File: src/hdl/hlr_pkg.sv
// ----------------------------------------------------------------------------
// Horizontal resize package
// Shared types and register indexes for the horizontal linear resizer.
// ----------------------------------------------------------------------------
package hlr_pkg;

    localparam logic CFG_SRC_WIDTH = 1'b0;
    localparam logic CFG_DST_WIDTH = 1'b1;

    // Controller states.
    typedef enum logic [2:0] {
        ST_IDLE,
        ST_DECIDE,
        ST_DIVIDE,
        ST_EMIT,
        ST_FINISH
    } hlr_state_t;

    // Commands from the controller to the datapath.
    typedef struct packed {
        logic load_input;
        logic start_div;
        logic emit;
        logic finish;
    } hlr_cmd_t;

    // Status from the datapath to the controller.
    typedef struct packed {
        logic need_div;
        logic has_result;
        logic more;
        logic div_done;
        logic out_free;
    } hlr_stat_t;

endpackage

File: src/hdl/horizontal_linear_resize.sv
// ----------------------------------------------------------------------------
// Horizontal linear resize
// Rescales each pixel row from src_width to dst_width by linear interpolation.
// ----------------------------------------------------------------------------
// One request at a time. Each request is captured and then, per result, decided and
// delivered; an interpolated result first goes through a shared bit-serial divider
// that reports completion. Flags run_last and frame_end ride on the last result of a
// request; the output register holds each result until taken and stalls the controller
// while it is full.
module horizontal_linear_resize
    import hlr_pkg::*;
#(
    parameter int MAX_WIDTH   = 4096,
    parameter int SAMPLE_BITS = 16,
    parameter int MAX_RATIO   = 32
)
(
    input  logic        clk,
    input  logic        rst_n,
    input  logic        cfg_valid,
    output logic        cfg_ready,
    input  logic        cfg_index,
    input  logic [12:0] cfg_data,
    input  logic        in_valid,
    output logic        in_ready,
    input  logic [15:0] luma_in,
    input  logic [15:0] cb_in,
    input  logic [15:0] cr_in,
    input  logic        frame_last_in,
    output logic        out_valid,
    input  logic        out_ready,
    output logic [15:0] luma_out,
    output logic [15:0] cb_out,
    output logic [15:0] cr_out,
    output logic        run_last,
    output logic        frame_end,
    output logic        ratio_error
);

    hlr_cmd_t  cmd;
    hlr_stat_t stat;

    assign cfg_ready = 1'b1;

    hlr_control u_ctrl (
        .clk       (clk),
        .rst_n     (rst_n),
        .in_valid  (in_valid),
        .in_ready  (in_ready),
        .cmd       (cmd),
        .stat      (stat)
    );

    hlr_datapath #(
        .MAX_WIDTH   (MAX_WIDTH),
        .SAMPLE_BITS (SAMPLE_BITS),
        .MAX_RATIO   (MAX_RATIO)
    ) u_dp (
        .clk           (clk),
        .rst_n         (rst_n),
        .cmd           (cmd),
        .stat          (stat),
        .cfg_we        (cfg_valid),
        .cfg_sel       (cfg_index),
        .cfg_data      (cfg_data),
        .luma_in       (luma_in),
        .cb_in         (cb_in),
        .cr_in         (cr_in),
        .frame_last_in (frame_last_in),
        .out_valid     (out_valid),
        .out_ready     (out_ready),
        .luma_out      (luma_out),
        .cb_out        (cb_out),
        .cr_out        (cr_out),
        .run_last      (run_last),
        .frame_end     (frame_end),
        .ratio_error   (ratio_error)
    );

endmodule

File: src/hdl/hlr_divider.sv
// ----------------------------------------------------------------------------
// Restoring divider
// Divides three sums by one divisor, one quotient bit per cycle.
// ----------------------------------------------------------------------------
module hlr_divider
    import hlr_pkg::*;
#(
    parameter int NUM_BITS = 32,
    parameter int DEN_BITS = 14
)
(
    input  logic                clk,
    input  logic                rst_n,
    input  logic                start,
    input  logic [NUM_BITS-1:0] num0,
    input  logic [NUM_BITS-1:0] num1,
    input  logic [NUM_BITS-1:0] num2,
    input  logic [DEN_BITS-1:0] den,
    output logic                done,
    output logic [NUM_BITS-1:0] quo0,
    output logic [NUM_BITS-1:0] quo1,
    output logic [NUM_BITS-1:0] quo2
);

    localparam int CNT_BITS = $clog2(NUM_BITS + 1);

    logic [CNT_BITS-1:0] count_reg;
    logic                busy_reg;
    logic [NUM_BITS-1:0] q_reg [3];
    logic [DEN_BITS:0]   r_reg [3];
    logic [DEN_BITS-1:0] den_reg;

    // Iterate one bit per cycle over all three components.
    always_ff @(posedge clk or negedge rst_n)
    begin
        if (!rst_n)
        begin
            busy_reg  <= 1'b0;
            count_reg <= '0;
            done      <= 1'b0;
        end
        else
        begin
            done <= 1'b0;
            if (start)
            begin
                busy_reg  <= 1'b1;
                count_reg <= CNT_BITS'(NUM_BITS);
            end
            else if (busy_reg)
            begin
                count_reg <= count_reg - 1'b1;
                if (count_reg == CNT_BITS'(1))
                begin
                    busy_reg <= 1'b0;
                    done     <= 1'b1;
                end
            end
        end
    end

    always_ff @(posedge clk)
    begin
        logic [DEN_BITS+1:0] trial;
        if (start)
        begin
            q_reg[0] <= num0;
            q_reg[1] <= num1;
            q_reg[2] <= num2;
            r_reg[0] <= '0;
            r_reg[1] <= '0;
            r_reg[2] <= '0;
            den_reg  <= den;
        end
        else if (busy_reg)
        begin
            for (int k = 0; k < 3; k++)
            begin
                trial = {r_reg[k], q_reg[k][NUM_BITS-1]};
                if (trial >= {2'b00, den_reg})
                begin
                    r_reg[k] <= (DEN_BITS+1)'(trial - {2'b00, den_reg});
                    q_reg[k] <= {q_reg[k][NUM_BITS-2:0], 1'b1};
                end
                else
                begin
                    r_reg[k] <= trial[DEN_BITS:0];
                    q_reg[k] <= {q_reg[k][NUM_BITS-2:0], 1'b0};
                end
            end
        end
    end

    assign quo0 = q_reg[0];
    assign quo1 = q_reg[1];
    assign quo2 = q_reg[2];

endmodule

File: src/hdl/hlr_datapath.sv
// ----------------------------------------------------------------------------
// Resize datapath
// Row state, weight calculation, division and the output register.
// ----------------------------------------------------------------------------
module hlr_datapath
    import hlr_pkg::*;
#(
    parameter int MAX_WIDTH   = 4096,
    parameter int SAMPLE_BITS = 16,
    parameter int MAX_RATIO   = 32
)
(
    input  logic        clk,
    input  logic        rst_n,
    input  hlr_cmd_t    cmd,
    output hlr_stat_t   stat,
    input  logic        cfg_we,
    input  logic        cfg_sel,
    input  logic [12:0] cfg_data,
    input  logic [15:0] luma_in,
    input  logic [15:0] cb_in,
    input  logic [15:0] cr_in,
    input  logic        frame_last_in,
    output logic        out_valid,
    input  logic        out_ready,
    output logic [15:0] luma_out,
    output logic [15:0] cb_out,
    output logic [15:0] cr_out,
    output logic        run_last,
    output logic        frame_end,
    output logic        ratio_error
);

    localparam int WB = $clog2(MAX_WIDTH + 1);
    localparam int NB = SAMPLE_BITS + WB + 1;
    localparam int RB = $clog2(MAX_RATIO + 2);

    logic [12:0] src_reg, dst_reg;
    logic [WB-1:0] phase_reg, col_reg, off_reg, rowcnt_reg;
    logic [SAMPLE_BITS-1:0] prev_reg [3];
    logic [SAMPLE_BITS-1:0] cur_reg [3];
    logic flast_reg;
    logic [RB-1:0] n_reg;
    logic lerp_reg, err_reg, first_reg;

    // Effective widths, clamped to the supported range.
    logic [WB-1:0] sw, dw, s, d;
    always_comb
    begin
        sw = (src_reg == 13'd0) ? WB'(1) :
             (32'(src_reg) > MAX_WIDTH) ? WB'(MAX_WIDTH) : WB'(src_reg);
        dw = (dst_reg == 13'd0) ? WB'(1) :
             (32'(dst_reg) > MAX_WIDTH) ? WB'(MAX_WIDTH) : WB'(dst_reg);
        s = sw - 1'b1;
        d = dw - 1'b1;
    end

    logic mode_copy, mode_err, mode_shrink;
    always_comb
    begin
        mode_copy   = (sw == dw);
        mode_err    = !mode_copy && (dw > sw) &&
                      (32'(d) > MAX_RATIO * ((s != '0) ? 32'(s) : 32'd1));
        mode_shrink = !mode_copy && !mode_err && (dw < sw);
    end

    // Enlarge loop conditions for the current state.
    logic [WB-1:0] cm1;
    logic lerp_cond, copy_cond, cap_ok;
    always_comb
    begin
        cm1       = col_reg - 1'b1;
        cap_ok    = 32'(n_reg) < MAX_RATIO + 1;
        lerp_cond = (col_reg != '0) && (rowcnt_reg < dw) && (off_reg == cm1) &&
                    (phase_reg != '0) && cap_ok && first_reg;
        copy_cond = (rowcnt_reg < dw) && (off_reg == col_reg) &&
                    (phase_reg == '0) && cap_ok;
    end

    // Shrink phase for this input.
    logic [WB:0] sp_sum;
    logic [WB-1:0] sp;
    logic s_hit;
    always_comb
    begin
        sp_sum = {1'b0, phase_reg} + {1'b0, d};
        s_hit  = sp_sum >= {1'b0, s};
        sp     = s_hit ? WB'(sp_sum - {1'b0, s}) : WB'(sp_sum);
    end

    // Weights for the result about to be divided.
    logic [WB-1:0] wprev, wcur;
    always_comb
    begin
        if (mode_shrink)
        begin
            wprev = sp;
            wcur  = d - sp;
        end
        else
        begin
            wprev = d - phase_reg;
            wcur  = phase_reg;
        end
    end

    // Phase step for one enlarge result.
    logic [WB:0] ep_sum;
    always_comb
    begin
        ep_sum = {1'b0, phase_reg} + {1'b0, s};
    end

    // State after the result being delivered, to tell whether it is the last one.
    logic ep_wrap, next_cap, next_lerp, next_copy, last_result;
    logic [WB-1:0] ep_phase, ep_off, ep_rows;
    always_comb
    begin
        ep_wrap     = ep_sum >= {1'b0, d};
        ep_phase    = ep_wrap ? WB'(ep_sum - {1'b0, d}) : WB'(ep_sum);
        ep_off      = ep_wrap ? off_reg + 1'b1 : off_reg;
        ep_rows     = rowcnt_reg + 1'b1;
        next_cap    = 32'(n_reg) + 1 < MAX_RATIO + 1;
        next_lerp   = (col_reg != '0) && (ep_rows < dw) && (ep_off == cm1) &&
                      (ep_phase != '0) && next_cap && first_reg && lerp_cond;
        next_copy   = (ep_rows < dw) && (ep_off == col_reg) &&
                      (ep_phase == '0) && next_cap;
        last_result = mode_copy || mode_err || mode_shrink ||
                      !(next_lerp || next_copy);
    end

    // Divider fed by the current weights; numerators are latched at start.
    logic [NB-1:0] num [3];
    logic [NB-1:0] quo [3];
    logic div_done;
    always_comb
    begin
        for (int k = 0; k < 3; k++)
        begin
            num[k] = NB'(prev_reg[k] * wprev) + NB'(cur_reg[k] * wcur);
        end
    end

    hlr_divider #(.NUM_BITS(NB), .DEN_BITS(WB)) u_div (
        .clk   (clk),
        .rst_n (rst_n),
        .start (cmd.start_div),
        .num0  (num[0]),
        .num1  (num[1]),
        .num2  (num[2]),
        .den   (d),
        .done  (div_done),
        .quo0  (quo[0]),
        .quo1  (quo[1]),
        .quo2  (quo[2])
    );

    // Decision for the next result of the current input.
    always_comb
    begin
        stat.out_free = !out_valid || out_ready;
        stat.div_done = div_done;
        stat.need_div = 1'b0;
        stat.has_result = 1'b0;
        if (mode_copy || mode_err)
        begin
            stat.has_result = (n_reg == '0);
        end
        else if (mode_shrink)
        begin
            if (n_reg == '0)
            begin
                if (col_reg == '0)
                    stat.has_result = first_reg;
                else if (s_hit && first_reg)
                begin
                    stat.has_result = 1'b1;
                    stat.need_div   = (sp != '0);
                end
            end
        end
        else
        begin
            stat.has_result = lerp_cond || copy_cond;
            stat.need_div   = lerp_cond;
        end
        stat.more = stat.has_result;
    end

    // Configuration and row state.
    always_ff @(posedge clk or negedge rst_n)
    begin
        if (!rst_n)
        begin
            src_reg    <= 13'd640;
            dst_reg    <= 13'd640;
            phase_reg  <= '0;
            col_reg    <= '0;
            off_reg    <= '0;
            rowcnt_reg <= '0;
            n_reg      <= '0;
            first_reg  <= 1'b0;
            out_valid  <= 1'b0;
            for (int k = 0; k < 3; k++)
                prev_reg[k] <= '0;
        end
        else
        begin
            if (out_valid && out_ready)
                out_valid <= 1'b0;
            if (cfg_we)
            begin
                if (cfg_sel == CFG_SRC_WIDTH)
                    src_reg <= cfg_data;
                else
                    dst_reg <= cfg_data;
                phase_reg  <= '0;
                col_reg    <= '0;
                off_reg    <= '0;
                rowcnt_reg <= '0;
            end
            if (cmd.load_input)
            begin
                n_reg     <= '0;
                first_reg <= 1'b1;
            end
            if (cmd.start_div)
            begin
                // Weights are taken on this cycle; nothing else changes.
            end
            if (cmd.emit)
            begin
                out_valid <= 1'b1;
                n_reg     <= n_reg + 1'b1;
                if (!mode_copy && !mode_err)
                begin
                    if (mode_shrink)
                    begin
                        phase_reg <= (col_reg == '0) ? '0 : sp;
                        first_reg <= 1'b0;
                    end
                    else
                    begin
                        if (!lerp_cond)
                            first_reg <= 1'b0;
                        rowcnt_reg <= rowcnt_reg + 1'b1;
                        if (ep_sum >= {1'b0, d})
                        begin
                            phase_reg <= WB'(ep_sum - {1'b0, d});
                            off_reg   <= off_reg + 1'b1;
                        end
                        else
                            phase_reg <= WB'(ep_sum);
                    end
                end
            end
            if (cmd.finish)
            begin
                if (mode_shrink && first_reg)
                    phase_reg <= (col_reg == '0) ? '0 : sp;
                for (int k = 0; k < 3; k++)
                    prev_reg[k] <= cur_reg[k];
                if (flast_reg || (32'(col_reg) + 1 >= 32'(sw)))
                begin
                    phase_reg  <= '0;
                    col_reg    <= '0;
                    off_reg    <= '0;
                    rowcnt_reg <= '0;
                end
                else
                    col_reg <= col_reg + 1'b1;
            end
        end
    end

    // Input capture, result kind and output payload.
    always_ff @(posedge clk)
    begin
        if (cmd.load_input)
        begin
            cur_reg[0] <= luma_in[SAMPLE_BITS-1:0];
            cur_reg[1] <= cb_in[SAMPLE_BITS-1:0];
            cur_reg[2] <= cr_in[SAMPLE_BITS-1:0];
            flast_reg  <= frame_last_in;
        end
        if (!cmd.start_div && !cmd.emit)
        begin
            lerp_reg <= stat.need_div;
            err_reg  <= mode_err;
        end
        if (cmd.emit)
        begin
            // The last result of a request carries the end flags.
            run_last    <= last_result;
            frame_end   <= last_result && flast_reg;
            ratio_error <= err_reg;
            if (err_reg)
            begin
                luma_out <= '0;
                cb_out   <= '0;
                cr_out   <= '0;
            end
            else if (lerp_reg)
            begin
                luma_out <= 16'(quo[0][SAMPLE_BITS-1:0]);
                cb_out   <= 16'(quo[1][SAMPLE_BITS-1:0]);
                cr_out   <= 16'(quo[2][SAMPLE_BITS-1:0]);
            end
            else
            begin
                luma_out <= 16'(cur_reg[0]);
                cb_out   <= 16'(cur_reg[1]);
                cr_out   <= 16'(cur_reg[2]);
            end
        end
    end

endmodule

File: src/hdl/hlr_control.sv
// ----------------------------------------------------------------------------
// Resize controller
// Sequences input capture, division and result delivery for one request.
// ----------------------------------------------------------------------------
module hlr_control
    import hlr_pkg::*;
(
    input  logic      clk,
    input  logic      rst_n,
    input  logic      in_valid,
    output logic      in_ready,
    output hlr_cmd_t  cmd,
    input  hlr_stat_t stat
);

    hlr_state_t state_reg, state_next;

    // State register.
    always_ff @(posedge clk or negedge rst_n)
    begin
        if (!rst_n)
            state_reg <= ST_IDLE;
        else
            state_reg <= state_next;
    end

    // Next state and commands.
    always_comb
    begin
        state_next = state_reg;
        cmd        = '0;
        in_ready   = 1'b0;
        unique case (state_reg)
            ST_IDLE:
            begin
                in_ready = 1'b1;
                if (in_valid)
                begin
                    cmd.load_input = 1'b1;
                    state_next     = ST_DECIDE;
                end
            end
            ST_DECIDE:
            begin
                if (!stat.has_result)
                    state_next = ST_FINISH;
                else if (stat.need_div)
                begin
                    cmd.start_div = 1'b1;
                    state_next    = ST_DIVIDE;
                end
                else
                    state_next = ST_EMIT;
            end
            ST_DIVIDE:
            begin
                if (stat.div_done)
                    state_next = ST_EMIT;
            end
            ST_EMIT:
            begin
                if (stat.out_free)
                begin
                    cmd.emit   = 1'b1;
                    state_next = ST_DECIDE;
                end
            end
            ST_FINISH:
            begin
                // Update the row state and return for the next request.
                cmd.finish = 1'b1;
                state_next = ST_IDLE;
            end
            default:
                state_next = ST_IDLE;
        endcase
    end

endmodule

File: config.mk
export PLATFORM = sky130hd
export DESIGN_NAME = horizontal_linear_resize
export DESIGN_NICKNAME = d
export VERILOG_FILES = /design/src/hdl/hlr_pkg.sv /design/src/hdl/horizontal_linear_resize.sv /design/src/hdl/hlr_divider.sv /design/src/hdl/hlr_datapath.sv /design/src/hdl/hlr_control.sv
export SDC_FILE = /design/constraint.sdc
export NUM_CORES = 2
export LEC_CHECK = 0
export ABC_CLOCK_PERIOD_IN_PS = 15900
export BUFFER_PORTS_ARGS = -buffer_cell sky130_fd_sc_hd__buf_4
export CELL_PAD_IN_SITES_DETAIL_PLACEMENT = 1
export CELL_PAD_IN_SITES_GLOBAL_PLACEMENT = 2
export CORE_UTILIZATION = 42
export DETAILED_ROUTE_END_ITERATION = 8
export PLACE_DENSITY_LB_ADDON = 0.12
export SLEW_MARGIN = 20
export SYNTH_ARGS = -nofsm -noshare
export SYNTH_HDL_FRONTEND = slang
export SYNTH_HIERARCHICAL = 1
export SYNTH_SLANG_ARGS = --single-unit
File: constraint.sdc
create_clock -name clk -period 15.9 [get_ports clk]
set_input_delay 2.385 -clock clk [delete_from_list [all_inputs] [get_ports clk]]
set_output_delay 2.385 -clock clk [all_outputs]
set_load 0.05 [all_outputs]
==> metrics.txt <==
Worst Setup SP u_dp/dst_reg[8]; top cell type's share of synthesized area between 30 and 40%; DP HPWL around 180 mm; Data arrival, critical path 15,660 ps; Final #Nets 9,097; largest net degree at the start of global routing 105; post-synthesis sequential area ratio 16.31%; worst skew pair latency 710 ps; CTS clk-pin slew, worst paths approximately 70 ps; Crit Path Max Fanout 8; Hold Path Cell Cnt 2; share of cells above drive strength 1 7.221%; fmax 65.74 MHz; slowest stage cell, crit path fa_1; EDFF count, synth approximately 250; path type of the worst setup path reg -> reg; minimum clock period 15,210 ps; Largest stage delay, worst path 590 ps; Post-Synth Simple-Gate Area 15.93%; period utilization 95.67%; routed len/inst 24.87 um; pre-CTS setup slack 54.89 ps; Reg area 0.01102 mm^2; CTS tree done; root buf cell clkbuf_16; Die W 403.0 um; count of final setup violators 0; Hold Vio Cnt, Final 0; grt ovf 0; Vias per Instance about 5.6; Synth Area in Compound Gates approximately a tenth; die height 403.0 um; Post-Synthesis Cells approximately 7,400; largest family of logic cells by synthesized area adder cells; drt first pass iters 7; routability cong. between 0.9 and 1; critical path capture point type register; CTS buffer count 55; I/O pin total 122; Worst Min Path Start u_dp/u_div/q_reg[0][23]; hold buffer count at CTS 0; gr usage total between 20% and 30%; # H-tree levels 2; synthesis-to-layout area growth 8.266%; vias in the first global route 58,096; post-synth top area cell fa_1; FFs w/ async S/R, synth 36.83%; Total Die Area 0.1624 mm^2; Total Wirelength 235.8 mm; relative slew slack 23.66%; Synth Area in XOR/XNOR 2.659%; max reg flops 90; Worst R2R End u_dp/u_div/q_reg[1][29]; R2R depth 58; WHS Endpoint u_dp/u_div/q_reg[0][24]; area of the multi-input gates 0.05014 mm^2; worst slew pin tran 1143 ps; via count 52,681; ANT nets after route 0; initial antenna violation count 6; Starting Density between 40 and 50%; Max Slew Vio Count 0; syn avg cell area 9.080 um^2; DRT iter0 DRCs 3,294; Worst setup SP type register; most frequent cells in the layout inv_1, fa_1, nand2_1; Final WS setup 688.0 ps; core area 0.1589 mm^2; Critical Path RT approximately 16,000 ps; post-synthesis adder-cell area fraction 42.94%; multiplexer share of the synthesized area 1.671%; port bufs 120; most common flop cell mapped by yosys edfxtp_1; FF-to-FF setup slack between 600 and 700 ps; FF-to-FF Start u_dp/dst_reg[8]; Remaining DRCs 0; Max clock buf depth 3; critical path's most frequent cell fa_1; Setup Skew 37.41 ps; post-synth cell types 103; post-synthesis cell area between 0.06 and 0.07 mm^2; Max Cap Viol 0; # rows roughly 150; syn_nets a little over 9,000; outcome completed; CTS sink count 391; global-route wire length before repair 363.4 mm; most common cell after layout, fill and taps aside inv_1; synth warn 6; Fillers 18,284; largest cells by area after synthesis fa_1, edfxtp_1, ha_1; Yosys reg bits 391; Hold Crit Class reg -> reg
==> how the worst max path moves through the flow <==
stage	slack (ps)	cells after the start	endpoint
finish	690	58	u_dp/u_div/q_reg[1][29]
detailed placement	50	60	u_dp/u_div/q_reg[2][29]
CTS	200	61	u_dp/u_div/q_reg[2][29]
global route	-20	57	u_dp/u_div/q_reg[1][29]
global placement	400	60	u_dp/u_div/q_reg[2][29]
floorplan	1940	56	u_dp/u_div/q_reg[1][28]
==> cell usage after synthesis (all sizes together), types with 29 or more instances <==
| cell | n |
|---|---|
| and2 | 400 |
| a21o | 70 |
| xor2 | 68 |
| nand2 | 1030 |
| nor3 | 109 |
| o31ai | 59 |
| a22o | 29 |
| a21boi | 44 |
| clkbuf | 335 |
| mux2 | 38 |
| a211oi | 84 |
| nand4 | 39 |
| nor2 | 251 |
| ha | 579 |
| edfxtp | 246 |
| or3 | 30 |
| mux2i | 70 |
| o21ai | 209 |
| and3 | 86 |
| dfrtp | 140 |
| nor2b | 33 |
| nand2b | 40 |
| o211ai | 32 |
| nand3 | 105 |
| o21a | 48 |
| a21oi | 249 |
| fa | 1086 |
| buf | 62 |
| inv | 1387 |
| a31oi | 48 |
| xnor2 | 137 |
==> layout make-up <==
type                       instances  area share, %
antenna                            1       0.003423
clock buffer                      68          1.991
inverter                        1387          7.122
clock inverter                    34         0.6966
multi-input combinational       5261          68.59
timing repair buffer             268          2.983
sequential                       391          15.07
tap                             2072          3.546
==> per-layer routing <==
layer | part of all wire [%] | up-vias | GRT usage (%)
met4 | 3.8 | 2 | 10.27
li1 | - | 23543 | -
met1 | 44 | 27761 | 39.47
met5 | 0.0055 | - | 0
met2 | 49 | 1093 | 50.35
met3 | 3.8 | 282 | 2.807
==> metrics by stage <==
| step | instances | cell area, um^2 | TNS (ps) | util (%) | hold slack, ps |
|---|---|---|---|---|---|
| detailed placement | 9372 | 70980 | 0 | 44.66 | 501.2 |
| global placement | 9371 | 70950 | 0 | 44.64 | 487.9 |
| floorplan | 7436 | 67520 | 0 | - | 467.5 |
| global route | 9481 | 73100 | -24.10 | 46.00 | 539.4 |
| CTS | 9476 | 72970 | 0 | 45.91 | 508.9 |
| finish | 9482 | 73100 | 0 | 46.00 | 503.9 |
==> what timing repair did <==
item,in CTS,in global routing
pin swaps,1,4
resized for setup,0,16
setup endpoints to repair,2,31
endpoints found under the hold margin,0,0
setup buffers,2,4
==> cells by family after synthesis <==
logic type,after synthesis
XOR/XNOR,205
adder cells (fa/ha/maj),1666
multiplexers,108
flip-flops,391
other,1
buffers and inverters,1784
AO/OA/AOI/OAI,1034
AND/OR/NAND/NOR,2247
==> worst max-delay path: cells and delay by family (launching register included) <==
kind	cells	cell delay, ps
simple gates	16	2930
fa+ha+maj	12	5210
flops	1	460
xor+xnor	1	90
compound gates	20	4800
mux	2	550
buf+inv	7	870
Power is not shown: default switching activity piles up to over one toggle a cycle in this logic, so the estimate is an artifact.
